[src/hw/rtl/ertt_pkg.sv]
// Package for the echo request timeout tracker.
// Holds item layouts, operation and status codes, register indexes and FSM states.
// No dependencies.
package ertt_pkg;

  localparam int CFG_INDEX_W = 1;
  localparam int CFG_DATA_W  = 32;

  // register indexes
  localparam logic [CFG_INDEX_W-1:0] REG_TIMEOUT_MS     = 1'd0;
  localparam logic [CFG_INDEX_W-1:0] REG_TARGET_ADDRESS = 1'd1;

  localparam logic [15:0] TIMEOUT_MS_RESET     = 16'd2500;
  localparam logic [31:0] TARGET_ADDRESS_RESET = 32'h0808_0808;

  // operation codes
  localparam logic [1:0] OP_TICK  = 2'd0;
  localparam logic [1:0] OP_SEND  = 2'd1;
  localparam logic [1:0] OP_REPLY = 2'd2;
  localparam logic [1:0] OP_NONE  = 2'd3;

  // send status codes
  localparam logic [1:0] SEND_OK        = 2'd0;
  localparam logic [1:0] SEND_NO_DEVICE = 2'd1;

  // latest status codes
  localparam logic [1:0] STATUS_WAITING  = 2'd0;
  localparam logic [1:0] STATUS_REPLY    = 2'd1;
  localparam logic [1:0] STATUS_TIMEOUT  = 2'd2;
  localparam logic [1:0] STATUS_SEND_ERR = 2'd3;

  localparam logic [4:0] RETIRED_MAX = 5'd31;

  typedef struct packed {
    logic [1:0]  op;
    logic [47:0] now_ms;
    logic [1:0]  send_status;
    logic [31:0] reply_source;
    logic [15:0] reply_seq;
    logic [47:0] reply_delay_us;
  } req_t;

  typedef struct packed {
    logic [15:0] assigned_sequence;
    logic        reply_matched;
    logic        reply_accepted;
    logic [4:0]  timeouts_now;
    logic [1:0]  latest_status;
    logic [31:0] sent_total;
    logic [31:0] received_total;
    logic [31:0] timed_out_total;
    logic [63:0] delay_sum_us;
    logic [31:0] latest_delay_us;
  } rsp_t;

  typedef enum logic [2:0] {
    S_IDLE,
    S_SEND,
    S_REM,
    S_READ,
    S_MATCH,
    S_SCAN,
    S_SCAN_TAIL,
    S_FINISH
  } state_t;

endpackage

[src/hw/rtl/ertt_stream.sv]
// Valid/ready stream interface used for request and result beats.
// Payload type is set per instance; depends on nothing else.
interface ertt_stream #(parameter type T = logic);
  logic valid;
  logic ready;
  T     data;

  modport source (output valid, output data, input ready);
  modport sink   (input valid, input data, output ready);
endinterface

[src/hw/rtl/echo_request_timeout_tracker.sv]
// Channel   Dir  Handshake    Beat
// req       in   valid/ready  ertt_pkg::req_t, one echo event (tick, send or reply)
// rsp       out  valid/ready  ertt_pkg::rsp_t, one result per request beat
// cfg       in   cfg_we       cfg_index selects timeout_ms or target_address
//
// One request at a time. Send: a send step, then finish. Reply from the target: the
// two-step sequence remainder, the slot table read and the match step, then finish. Tick:
// a scan, one slot age compare per cycle through the shared 48-bit subtractor, a tail
// step and finish. Other beats go to finish. rst is synchronous; the slot table needs no
// clearing pass. A stalled result holds in the output register; the next beat still runs
// and then waits at its finish step, req.ready low, until the register frees.
module echo_request_timeout_tracker #(
  parameter int SLOTS = 16
) (
  input  logic                              clk,
  input  logic                              rst,
  input  logic                              cfg_we,
  input  logic [ertt_pkg::CFG_INDEX_W-1:0]  cfg_index,
  input  logic [ertt_pkg::CFG_DATA_W-1:0]   cfg_data,
  ertt_stream.sink                          req,
  ertt_stream.source                        rsp
);

  localparam int IDX_W = (SLOTS > 1) ? $clog2(SLOTS) : 1;
  localparam logic [IDX_W-1:0] LAST_IDX  = IDX_W'(SLOTS - 1);
  // reciprocal of SLOTS, exact for every 16-bit sequence
  localparam int RECIP_SHIFT = 16 + IDX_W;
  localparam logic [17:0] RECIP =
    18'(((64'd1 << RECIP_SHIFT) + 64'(SLOTS) - 64'd1) / 64'(SLOTS));

  ertt_pkg::state_t state, state_next;

  // configuration
  logic [15:0] timeout_ms;
  logic [31:0] target_address;

  // slot table
  logic [SLOTS-1:0] slot_valid;
  logic [15:0]      mem_seq  [SLOTS];
  logic [47:0]      mem_time [SLOTS];
  logic [15:0]      rd_seq;
  logic [47:0]      rd_time;

  // tracker state
  logic [15:0]      next_sequence;
  logic [IDX_W-1:0] send_slot;
  logic [31:0]      sent_count;
  logic [31:0]      rx_count;
  logic [31:0]      expired_count;
  logic [63:0]      delay_sum;
  logic [31:0]      last_delay;
  logic [1:0]       last_status;

  // item and per-item results
  logic [47:0] now_q;
  logic [1:0]  status_q;
  logic [15:0] rseq_q;
  logic [15:0] res_assigned;
  logic        res_matched;
  logic        res_accepted;
  logic [4:0]  res_retired;

  // sequencer registers
  logic [IDX_W-1:0] rem;
  logic             rem_step;
  logic [15:0]      quot_q;
  logic [IDX_W-1:0] scan_idx;
  logic [IDX_W-1:0] eval_idx;
  logic             eval_en;

  logic             out_valid;
  ertt_pkg::rsp_t   out_data;

  // control outputs
  logic             req_fire;
  logic             out_load;
  logic             mem_we;
  logic [IDX_W-1:0] rd_addr;

  // datapath
  logic [33:0]      recip_prod;
  logic [15:0]      quot_calc;
  logic [24:0]      quot_mul;
  logic [24:0]      rem_full;
  logic [IDX_W-1:0] rem_calc;
  logic [47:0]      age;
  logic             timed_out;
  logic             src_hit;
  logic [31:0]      delay_sat;

  assign req_fire  = req.valid && req.ready;
  assign src_hit   = req.data.reply_source == target_address;
  assign delay_sat = (|req.data.reply_delay_us[47:32]) ? 32'hFFFF_FFFF
                                                        : req.data.reply_delay_us[31:0];

  // sequence modulo SLOTS: quotient by reciprocal multiply, remainder the next cycle
  assign recip_prod = 34'(rseq_q) * 34'(RECIP);
  assign quot_calc  = 16'(recip_prod >> RECIP_SHIFT);
  assign quot_mul   = 25'(quot_q) * 25'(SLOTS);
  assign rem_full   = 25'(rseq_q) - quot_mul;
  assign rem_calc   = rem_full[IDX_W-1:0];

  // shared age unit for the tick scan
  assign age       = now_q - rd_time;
  assign timed_out = eval_en && slot_valid[eval_idx] && (age >= {32'd0, timeout_ms});

  always_ff @(posedge clk) begin
    if (rst) begin
      state <= ertt_pkg::S_IDLE;
    end else begin
      state <= state_next;
    end
  end

  always_comb begin
    state_next = state;
    unique case (state)
      ertt_pkg::S_IDLE: begin
        if (req_fire) begin
          case (req.data.op)
            ertt_pkg::OP_TICK:  state_next = ertt_pkg::S_SCAN;
            ertt_pkg::OP_SEND:  state_next = ertt_pkg::S_SEND;
            ertt_pkg::OP_REPLY: state_next = src_hit ? ertt_pkg::S_REM : ertt_pkg::S_FINISH;
            default:            state_next = ertt_pkg::S_FINISH;
          endcase
        end
      end
      ertt_pkg::S_SEND:      state_next = ertt_pkg::S_FINISH;
      ertt_pkg::S_REM:       if (!rem_step) state_next = ertt_pkg::S_READ;
      ertt_pkg::S_READ:      state_next = ertt_pkg::S_MATCH;
      ertt_pkg::S_MATCH:     state_next = ertt_pkg::S_FINISH;
      ertt_pkg::S_SCAN:      if (scan_idx == LAST_IDX) state_next = ertt_pkg::S_SCAN_TAIL;
      ertt_pkg::S_SCAN_TAIL: state_next = ertt_pkg::S_FINISH;
      ertt_pkg::S_FINISH:    if (out_load) state_next = ertt_pkg::S_IDLE;
      default:               state_next = ertt_pkg::S_IDLE;
    endcase
  end

  always_comb begin
    req.ready = 1'b0;
    out_load  = 1'b0;
    mem_we    = 1'b0;
    rd_addr   = rem;
    unique case (state)
      ertt_pkg::S_IDLE:   req.ready = 1'b1;
      ertt_pkg::S_SEND:   mem_we    = status_q != ertt_pkg::SEND_NO_DEVICE;
      ertt_pkg::S_SCAN:   rd_addr   = scan_idx;
      ertt_pkg::S_FINISH: out_load  = !out_valid || rsp.ready;
      default: ;
    endcase
  end

  // slot table storage, one write and one read port
  always_ff @(posedge clk) begin
    if (mem_we) begin
      mem_seq[send_slot]  <= next_sequence;
      mem_time[send_slot] <= now_q;
    end
    rd_seq  <= mem_seq[rd_addr];
    rd_time <= mem_time[rd_addr];
  end

  always_ff @(posedge clk) begin
    if (rst) begin
      timeout_ms     <= ertt_pkg::TIMEOUT_MS_RESET;
      target_address <= ertt_pkg::TARGET_ADDRESS_RESET;
    end else if (cfg_we) begin
      unique case (cfg_index)
        ertt_pkg::REG_TIMEOUT_MS:     timeout_ms     <= cfg_data[15:0];
        ertt_pkg::REG_TARGET_ADDRESS: target_address <= cfg_data;
        default: ;
      endcase
    end
  end

  always_ff @(posedge clk) begin
    if (rst) begin
      slot_valid    <= '0;
      next_sequence <= '0;
      send_slot     <= '0;
      sent_count    <= '0;
      rx_count      <= '0;
      expired_count <= '0;
      delay_sum     <= '0;
      last_delay    <= '0;
      last_status   <= ertt_pkg::STATUS_WAITING;
      eval_en       <= 1'b0;
    end else begin
      unique case (state) inside
        ertt_pkg::S_IDLE: begin
          eval_en <= 1'b0;
          if (req_fire && req.data.op == ertt_pkg::OP_REPLY && src_hit) begin
            rx_count    <= rx_count + 32'd1;
            delay_sum   <= delay_sum + {32'd0, delay_sat};
            last_delay  <= delay_sat;
            last_status <= ertt_pkg::STATUS_REPLY;
          end
        end
        ertt_pkg::S_SEND: begin
          next_sequence <= next_sequence + 16'd1;
          // slot index follows sequence modulo SLOTS, restarting when the sequence wraps
          if (next_sequence == 16'hFFFF || send_slot == LAST_IDX) begin
            send_slot <= '0;
          end else begin
            send_slot <= send_slot + IDX_W'(1);
          end
          if (status_q == ertt_pkg::SEND_OK) begin
            slot_valid[send_slot] <= 1'b1;
            sent_count            <= sent_count + 32'd1;
          end else begin
            last_status <= ertt_pkg::STATUS_SEND_ERR;
            if (status_q != ertt_pkg::SEND_NO_DEVICE) slot_valid[send_slot] <= 1'b0;
          end
        end
        ertt_pkg::S_MATCH: begin
          if (slot_valid[rem] && rd_seq == rseq_q) slot_valid[rem] <= 1'b0;
        end
        ertt_pkg::S_SCAN, ertt_pkg::S_SCAN_TAIL: begin
          eval_en <= state == ertt_pkg::S_SCAN;
          if (timed_out) begin
            slot_valid[eval_idx] <= 1'b0;
            expired_count        <= expired_count + 32'd1;
            last_status          <= ertt_pkg::STATUS_TIMEOUT;
          end
        end
        default: ;
      endcase
    end
  end

  // item payload and sequencer counters
  always_ff @(posedge clk) begin
    unique case (state) inside
      ertt_pkg::S_IDLE: begin
        if (req_fire) begin
          now_q        <= req.data.now_ms;
          status_q     <= req.data.send_status;
          rseq_q       <= req.data.reply_seq;
          res_assigned <= '0;
          res_matched  <= 1'b0;
          res_accepted <= req.data.op == ertt_pkg::OP_REPLY && src_hit;
          res_retired  <= '0;
          rem          <= '0;
          rem_step     <= 1'b1;
          scan_idx     <= '0;
        end
      end
      ertt_pkg::S_SEND: res_assigned <= next_sequence;
      ertt_pkg::S_REM: begin
        rem_step <= 1'b0;
        if (rem_step) begin
          quot_q <= quot_calc;
        end else begin
          rem <= rem_calc;
        end
      end
      ertt_pkg::S_MATCH: res_matched <= slot_valid[rem] && rd_seq == rseq_q;
      ertt_pkg::S_SCAN, ertt_pkg::S_SCAN_TAIL: begin
        eval_idx <= scan_idx;
        scan_idx <= scan_idx + IDX_W'(1);
        if (timed_out && res_retired != ertt_pkg::RETIRED_MAX) begin
          res_retired <= res_retired + 5'd1;
        end
      end
      default: ;
    endcase
  end

  // output register
  always_ff @(posedge clk) begin
    if (rst) begin
      out_valid <= 1'b0;
    end else if (out_load) begin
      out_valid <= 1'b1;
    end else if (rsp.ready) begin
      out_valid <= 1'b0;
    end
  end

  always_ff @(posedge clk) begin
    if (out_load) begin
      out_data.assigned_sequence <= res_assigned;
      out_data.reply_matched     <= res_matched;
      out_data.reply_accepted    <= res_accepted;
      out_data.timeouts_now      <= res_retired;
      out_data.latest_status     <= last_status;
      out_data.sent_total        <= sent_count;
      out_data.received_total    <= rx_count;
      out_data.timed_out_total   <= expired_count;
      out_data.delay_sum_us      <= delay_sum;
      out_data.latest_delay_us   <= last_delay;
    end
  end

  assign rsp.valid = out_valid;
  assign rsp.data  = out_data;

endmodule

[src/flat_wrapper.sv]
// flat-port wrapper written by rule: the top's interface ports become plain ports
module echo_request_timeout_tracker_flat 
#(
  parameter int SLOTS = 16
)
  (clk, rst, cfg_we, cfg_index, cfg_data, req_valid, req_data, req_ready, rsp_valid, rsp_data, rsp_ready);
  ertt_stream #(.T(ertt_pkg::req_t)) req_i ();
  ertt_stream #(.T(ertt_pkg::rsp_t)) rsp_i ();
  input  logic clk;
  input  logic rst;
  input  logic cfg_we;
  input  logic [ertt_pkg::CFG_INDEX_W-1:0] cfg_index;
  input  logic [ertt_pkg::CFG_DATA_W-1:0] cfg_data;
  input wire logic [$bits(req_i.valid)-1:0] req_valid;
  input wire logic [$bits(req_i.data)-1:0] req_data;
  output wire logic [$bits(req_i.ready)-1:0] req_ready;
  output wire logic [$bits(rsp_i.valid)-1:0] rsp_valid;
  output wire logic [$bits(rsp_i.data)-1:0] rsp_data;
  input wire logic [$bits(rsp_i.ready)-1:0] rsp_ready;
  assign req_i.valid = req_valid;
  assign req_i.data = req_data;
  assign req_ready = req_i.ready;
  assign rsp_valid = rsp_i.valid;
  assign rsp_data = rsp_i.data;
  assign rsp_i.ready = rsp_ready;
  echo_request_timeout_tracker #(.SLOTS(SLOTS)) u_core (.clk(clk), .rst(rst), .cfg_we(cfg_we), .cfg_index(cfg_index), .cfg_data(cfg_data), .req(req_i), .rsp(rsp_i));
endmodule
[config.mk]
export PLATFORM = sky130hd
export DESIGN_NAME = echo_request_timeout_tracker_flat
export DESIGN_NICKNAME = d
export VERILOG_FILES = /design/src/hw/rtl/ertt_pkg.sv /design/src/hw/rtl/ertt_stream.sv /design/src/hw/rtl/echo_request_timeout_tracker.sv /design/src/flat_wrapper.sv
export SDC_FILE = /design/constraint.sdc
export NUM_CORES = 2
export LEC_CHECK = 0
export BUFFER_PORTS_ARGS = -buffer_cell sky130_fd_sc_hd__buf_2
export CORE_MARGIN = 1.5
export CORE_UTILIZATION = 65
export CTS_BUF_LIST = sky130_fd_sc_hd__clkbuf_4 sky130_fd_sc_hd__clkbuf_8 sky130_fd_sc_hd__clkbuf_16
export DETAILED_ROUTE_END_ITERATION = 10
export PLACE_DENSITY_LB_ADDON = 0.12
export SKIP_LAST_GASP = 1
export SLEW_MARGIN = 40
export SYNTH_ARGS = -nofsm -noshare
export SYNTH_HDL_FRONTEND = slang
export SYNTH_SLANG_ARGS = --single-unit
[constraint.sdc]
create_clock -name clk -period 27.5 [get_ports clk]
set_clock_uncertainty 0.15 [all_clocks]
set_input_delay 2.75 -clock clk [delete_from_list [all_inputs] [get_ports clk]]
set_output_delay 2.75 -clock clk [all_outputs]
set_load 0.02 [all_outputs]
==> metrics.md <==
| Metric | Value |
|---|---|
| Status | `finished clean` |
| CP max-delay cell | `o311ai_0` |
| Final hold vios | `0` |
| Synth Warn # | `0` |
| Drt drc | `0` |
| Setup violators final | `0` |
| Die H | `329 microns` |
| Netlist cell types | `85` |
| GRT overflow | `0` |
| Top-area cell type share of the netlist area | `58.4%` |
| H-tree depth | `4` |
| Largest net degree at the start of global routing | `164` |
| Rows | `119` |
| Max Root-Sink Buffers | `3` |
| Final WL | `171 mm` |
| Multi-input gate area | `20500 sq um` |
| GRT Resource Usage Total | `31.5%` |
| Post-route setup slack | `20.68 ns` |
| Post-synth EDFFs | `1343` |
| Filler instances | `6400` |
| CTS root buf | `clkbuf_16` |
| Clock Latency Late Sink | `0.78 ns` |
| Initial Util | `65.6%` |
| Crit path kind | `in -> reg` |
| Clk pin slew, worst setup/hold paths | `0.06 ns` |
| Startpoint Class | `primary input` |
| Hold EP | `u_core.rsp.data[209]` |
| Final Slew Violations | `0` |
| DRT Pass-1 Iters | `6` |
| Worst hold start | `u_core.res_assigned[8]` |
| Register bit total from synthesis | `1690` |
| P&R area growth vs syn | `13.3%` |
| R2R Setup Slk | `20.88 ns` |
| Clock buffer count from CTS | `164` |
| Reg-to-reg startpoint | `u_core.now_q[1]` |
| CTS tree | `yes` |
| Setup Fix Bufs, Post-CTS | `0` |
| Final cycle utilization of the critical path | `24.8%` |
| Share of layout cells above drive strength 1 | `20.9%` |
| 1st-iter DRT viols | `4531` |
| Routability cong. | `0.948` |
| Antenna-violating nets left | `0` |
| Commonest cells after routing, fill and taps aside | `edfxtp_1 (1343), buf_2 (403), nand2_1 (390), dfxtp_1 (344), nor2_1 (325)` |
| Sequential area share after synthesis | `68.4%` |
| DIE AREA | `108000 sq um` |
| Fraction of registers with async set/reset | `0%` |
| Top cells by area, synth | `edfxtp_1 (58%), dfxtp_1 (10%), mux4_2 (8.7%)` |
| Max cap viols | `0` |
| CORE AREA | `105000 sq um` |
| Routed wire per std cell | `26.0 microns` |
| PortBufs | `404` |
| Vias after detailed routing | `42400` |
| Cell Chain, Critical Path | `buf_2 -> nor4_1 -> nand4_1 -> buf_4 -> nor2_1 -> inv_1 -> ha_1 -> a21o_1 -> nand4_1 -> and3_1 -> or2_2 -> o311ai_0 -> a211oi_1 -> o21ai_0 -> nand2_1 -> nor4bb_1 -> xnor2_1 -> nor2_1` |
| WP buf/inv | `3` |
| Top delay family on crit path | `simple AND/OR/NAND/NOR gates` |
| Via/cell ratio | `6.43` |
| Total clock sinks | `1690` |
| Yosys top cell by area | `edfxtp_1` |
| Arrival @ worst endpoint | `7.30 ns` |
| Worst Hold Path Cells | `0` |
| CP peak stage delay | `0.63 ns` |
| Actual slew at the worst max-slew pin | `0.883 ns` |
| Slew margin rel. | `40.9%` |
| Die W | `329 microns` |
| Nets | `5354` |
| CTS resizes | `0` |
| Fin crit period | `6.82 ns` |
| Seq. cell area | `47300 sq um` |
| Critical path peak fanout | `32` |
| DP Worst Slack | `20.05 ns` |
| RSZ-0062 raised after global routing | `false` |
| Initial antenna violation count | `17` |
| First-pass GRT wire length | `252 mm` |
| FF-to-FF path depth | `19` |
| Post-Syn Instances | `4673` |
| Synth Area per Inst | `14.8 sq um` |
| Syn_nets | `4967` |
| Fin Hold WS | `0.263 ns` |
| Min-delay worst type | `reg -> reg` |
| Worst setup EP type | `flip-flop` |
| Core Util, Final | `74.4%` |
| Fmax | `147 MHz` |
| Hold-fix buffers, CTS | `0` |
| Synth Flop Type | `edfxtp_1` |
| Most common cell after layout, fill and taps aside | `edfxtp_1` |
| Worst VDD drop | `0.0000826 V` |
| P per Cell Area | `91.8 nW/um^2` |
| Top Ports | `405` |
| TNS Setup | `0 ns` |
| P_leak | `27.3 nW` |
| Post-Syn Area | `69100 sq um` |
| Worst path required time | `27.99 ns` |
| HPWL Detailed | `102 mm` |
| Vias in the first global route | `41200` |
==> where the power goes <==
part,switching [W],total (W),internal (W)
Clock,0.000936,0.00224,0.00130
Combinational,0.00109,0.00183,0.000735
Sequential,0.000139,0.00313,0.00299
==> logic make-up (layout without fill, tap and decap cells) <==
| logic type | Yosys count | in the layout | synth area share [%] |
|---|---|---|---|
| flip-flops | 1690 | 1690 | 68.4 |
| AND/OR/NAND/NOR | 1255 | 1255 | 8.74 |
| AO/OA/AOI/OAI | 736 | 736 | 6.99 |
| buffers and inverters | 391 | 916 | 2.26 |
| multiplexers | 292 | 292 | 9.06 |
| XOR/XNOR | 201 | 201 | 2.55 |
| adder cells (fa/ha/maj) | 108 | 108 | 1.98 |
| other | 0 | 10 | 0 |
==> worst max-delay path by stage <==
stage	from	end	slack (ns)	cells after the start
final	req_data[33]	u_core.delay_sum[61]	20.68	18
after global routing	req_data[33]	u_core.delay_sum[57]	20.36	18
after CTS	req_data[33]	u_core.delay_sum[63]	20.77	18
after detailed placement	req_data[44]	u_core.delay_sum[63]	20.05	18
after global placement	req_data[34]	u_core.delay_sum[57]	20.09	18
after floorplan	rsp_ready	u_core.rsp.data[0]	14.62	3
==> flip-flops by register name (all words and copies together) (netlist names), 32 cells and up, named ones only <==
name,cells
u_core.last_delay,32
u_core.now_q,48
u_core.mem_time,768
u_core.sent_count,32
u_core.mem_seq,256
u_core.rd_time,48
u_core.rx_count,32
u_core.target_address,32
u_core.rsp.data,217
u_core.expired_count,32
u_core.delay_sum,64
==> area by class of cell <==
class	instances	share of cell area (%)
Antenna cell	10	0.0320
Tap cell	1391	2.22
Clock buffer	243	6.23
Multi-Input combinational cell	2592	26.2
Inverter	147	0.708
Timing Repair Buffer	465	3.52
Clock inverter	61	0.722
Sequential cell	1690	60.4
==> synth_stat cells (all sizes together), types with 8 or more instances <==
cell    instances
o21a           17
a31oi          72
mux2i          21
nand4          64
a22oi          16
o211ai         15
o31ai          35
nand2b         18
nor4b           8
edfxtp       1343
nand3          67
xnor2         104
or2            13
and3           78
nand2         390
nor4           32
dfxtp         347
nor2b          13
a21oi         229
a211oi        125
ha            106
mux4          266
xor2           97
and4           15
nor3b           8
inv           147
a21o           37
or4            25
or3            34
o21ai          83
a32o           12
o21bai         13
clkbuf        173
nor2          333
buf            71
o221ai         16
and2           87
nor3           58
==> metrics by stage <==
stage	instance area, sq um	power (W)	std cells
final	78300	0.00719	6599
after global routing	78300	0.00747	6593
after CTS	78100	0.00719	6585
after detailed placement	72700	0.00497	6281
after global placement	72400	0.00493	6273
after floorplan	69100	0.00445	4673
==> metal layers <==
layer	vias to the layer above	routed length, microns	GRT usage (%)
met4	8	5140	11.0
met1	21300	68000	43.4
met5	-	51	0
met2	2032	81800	50.2
li1	18700	-	-
met3	323	16300	7.02
(Power assumes the default switching activity.)
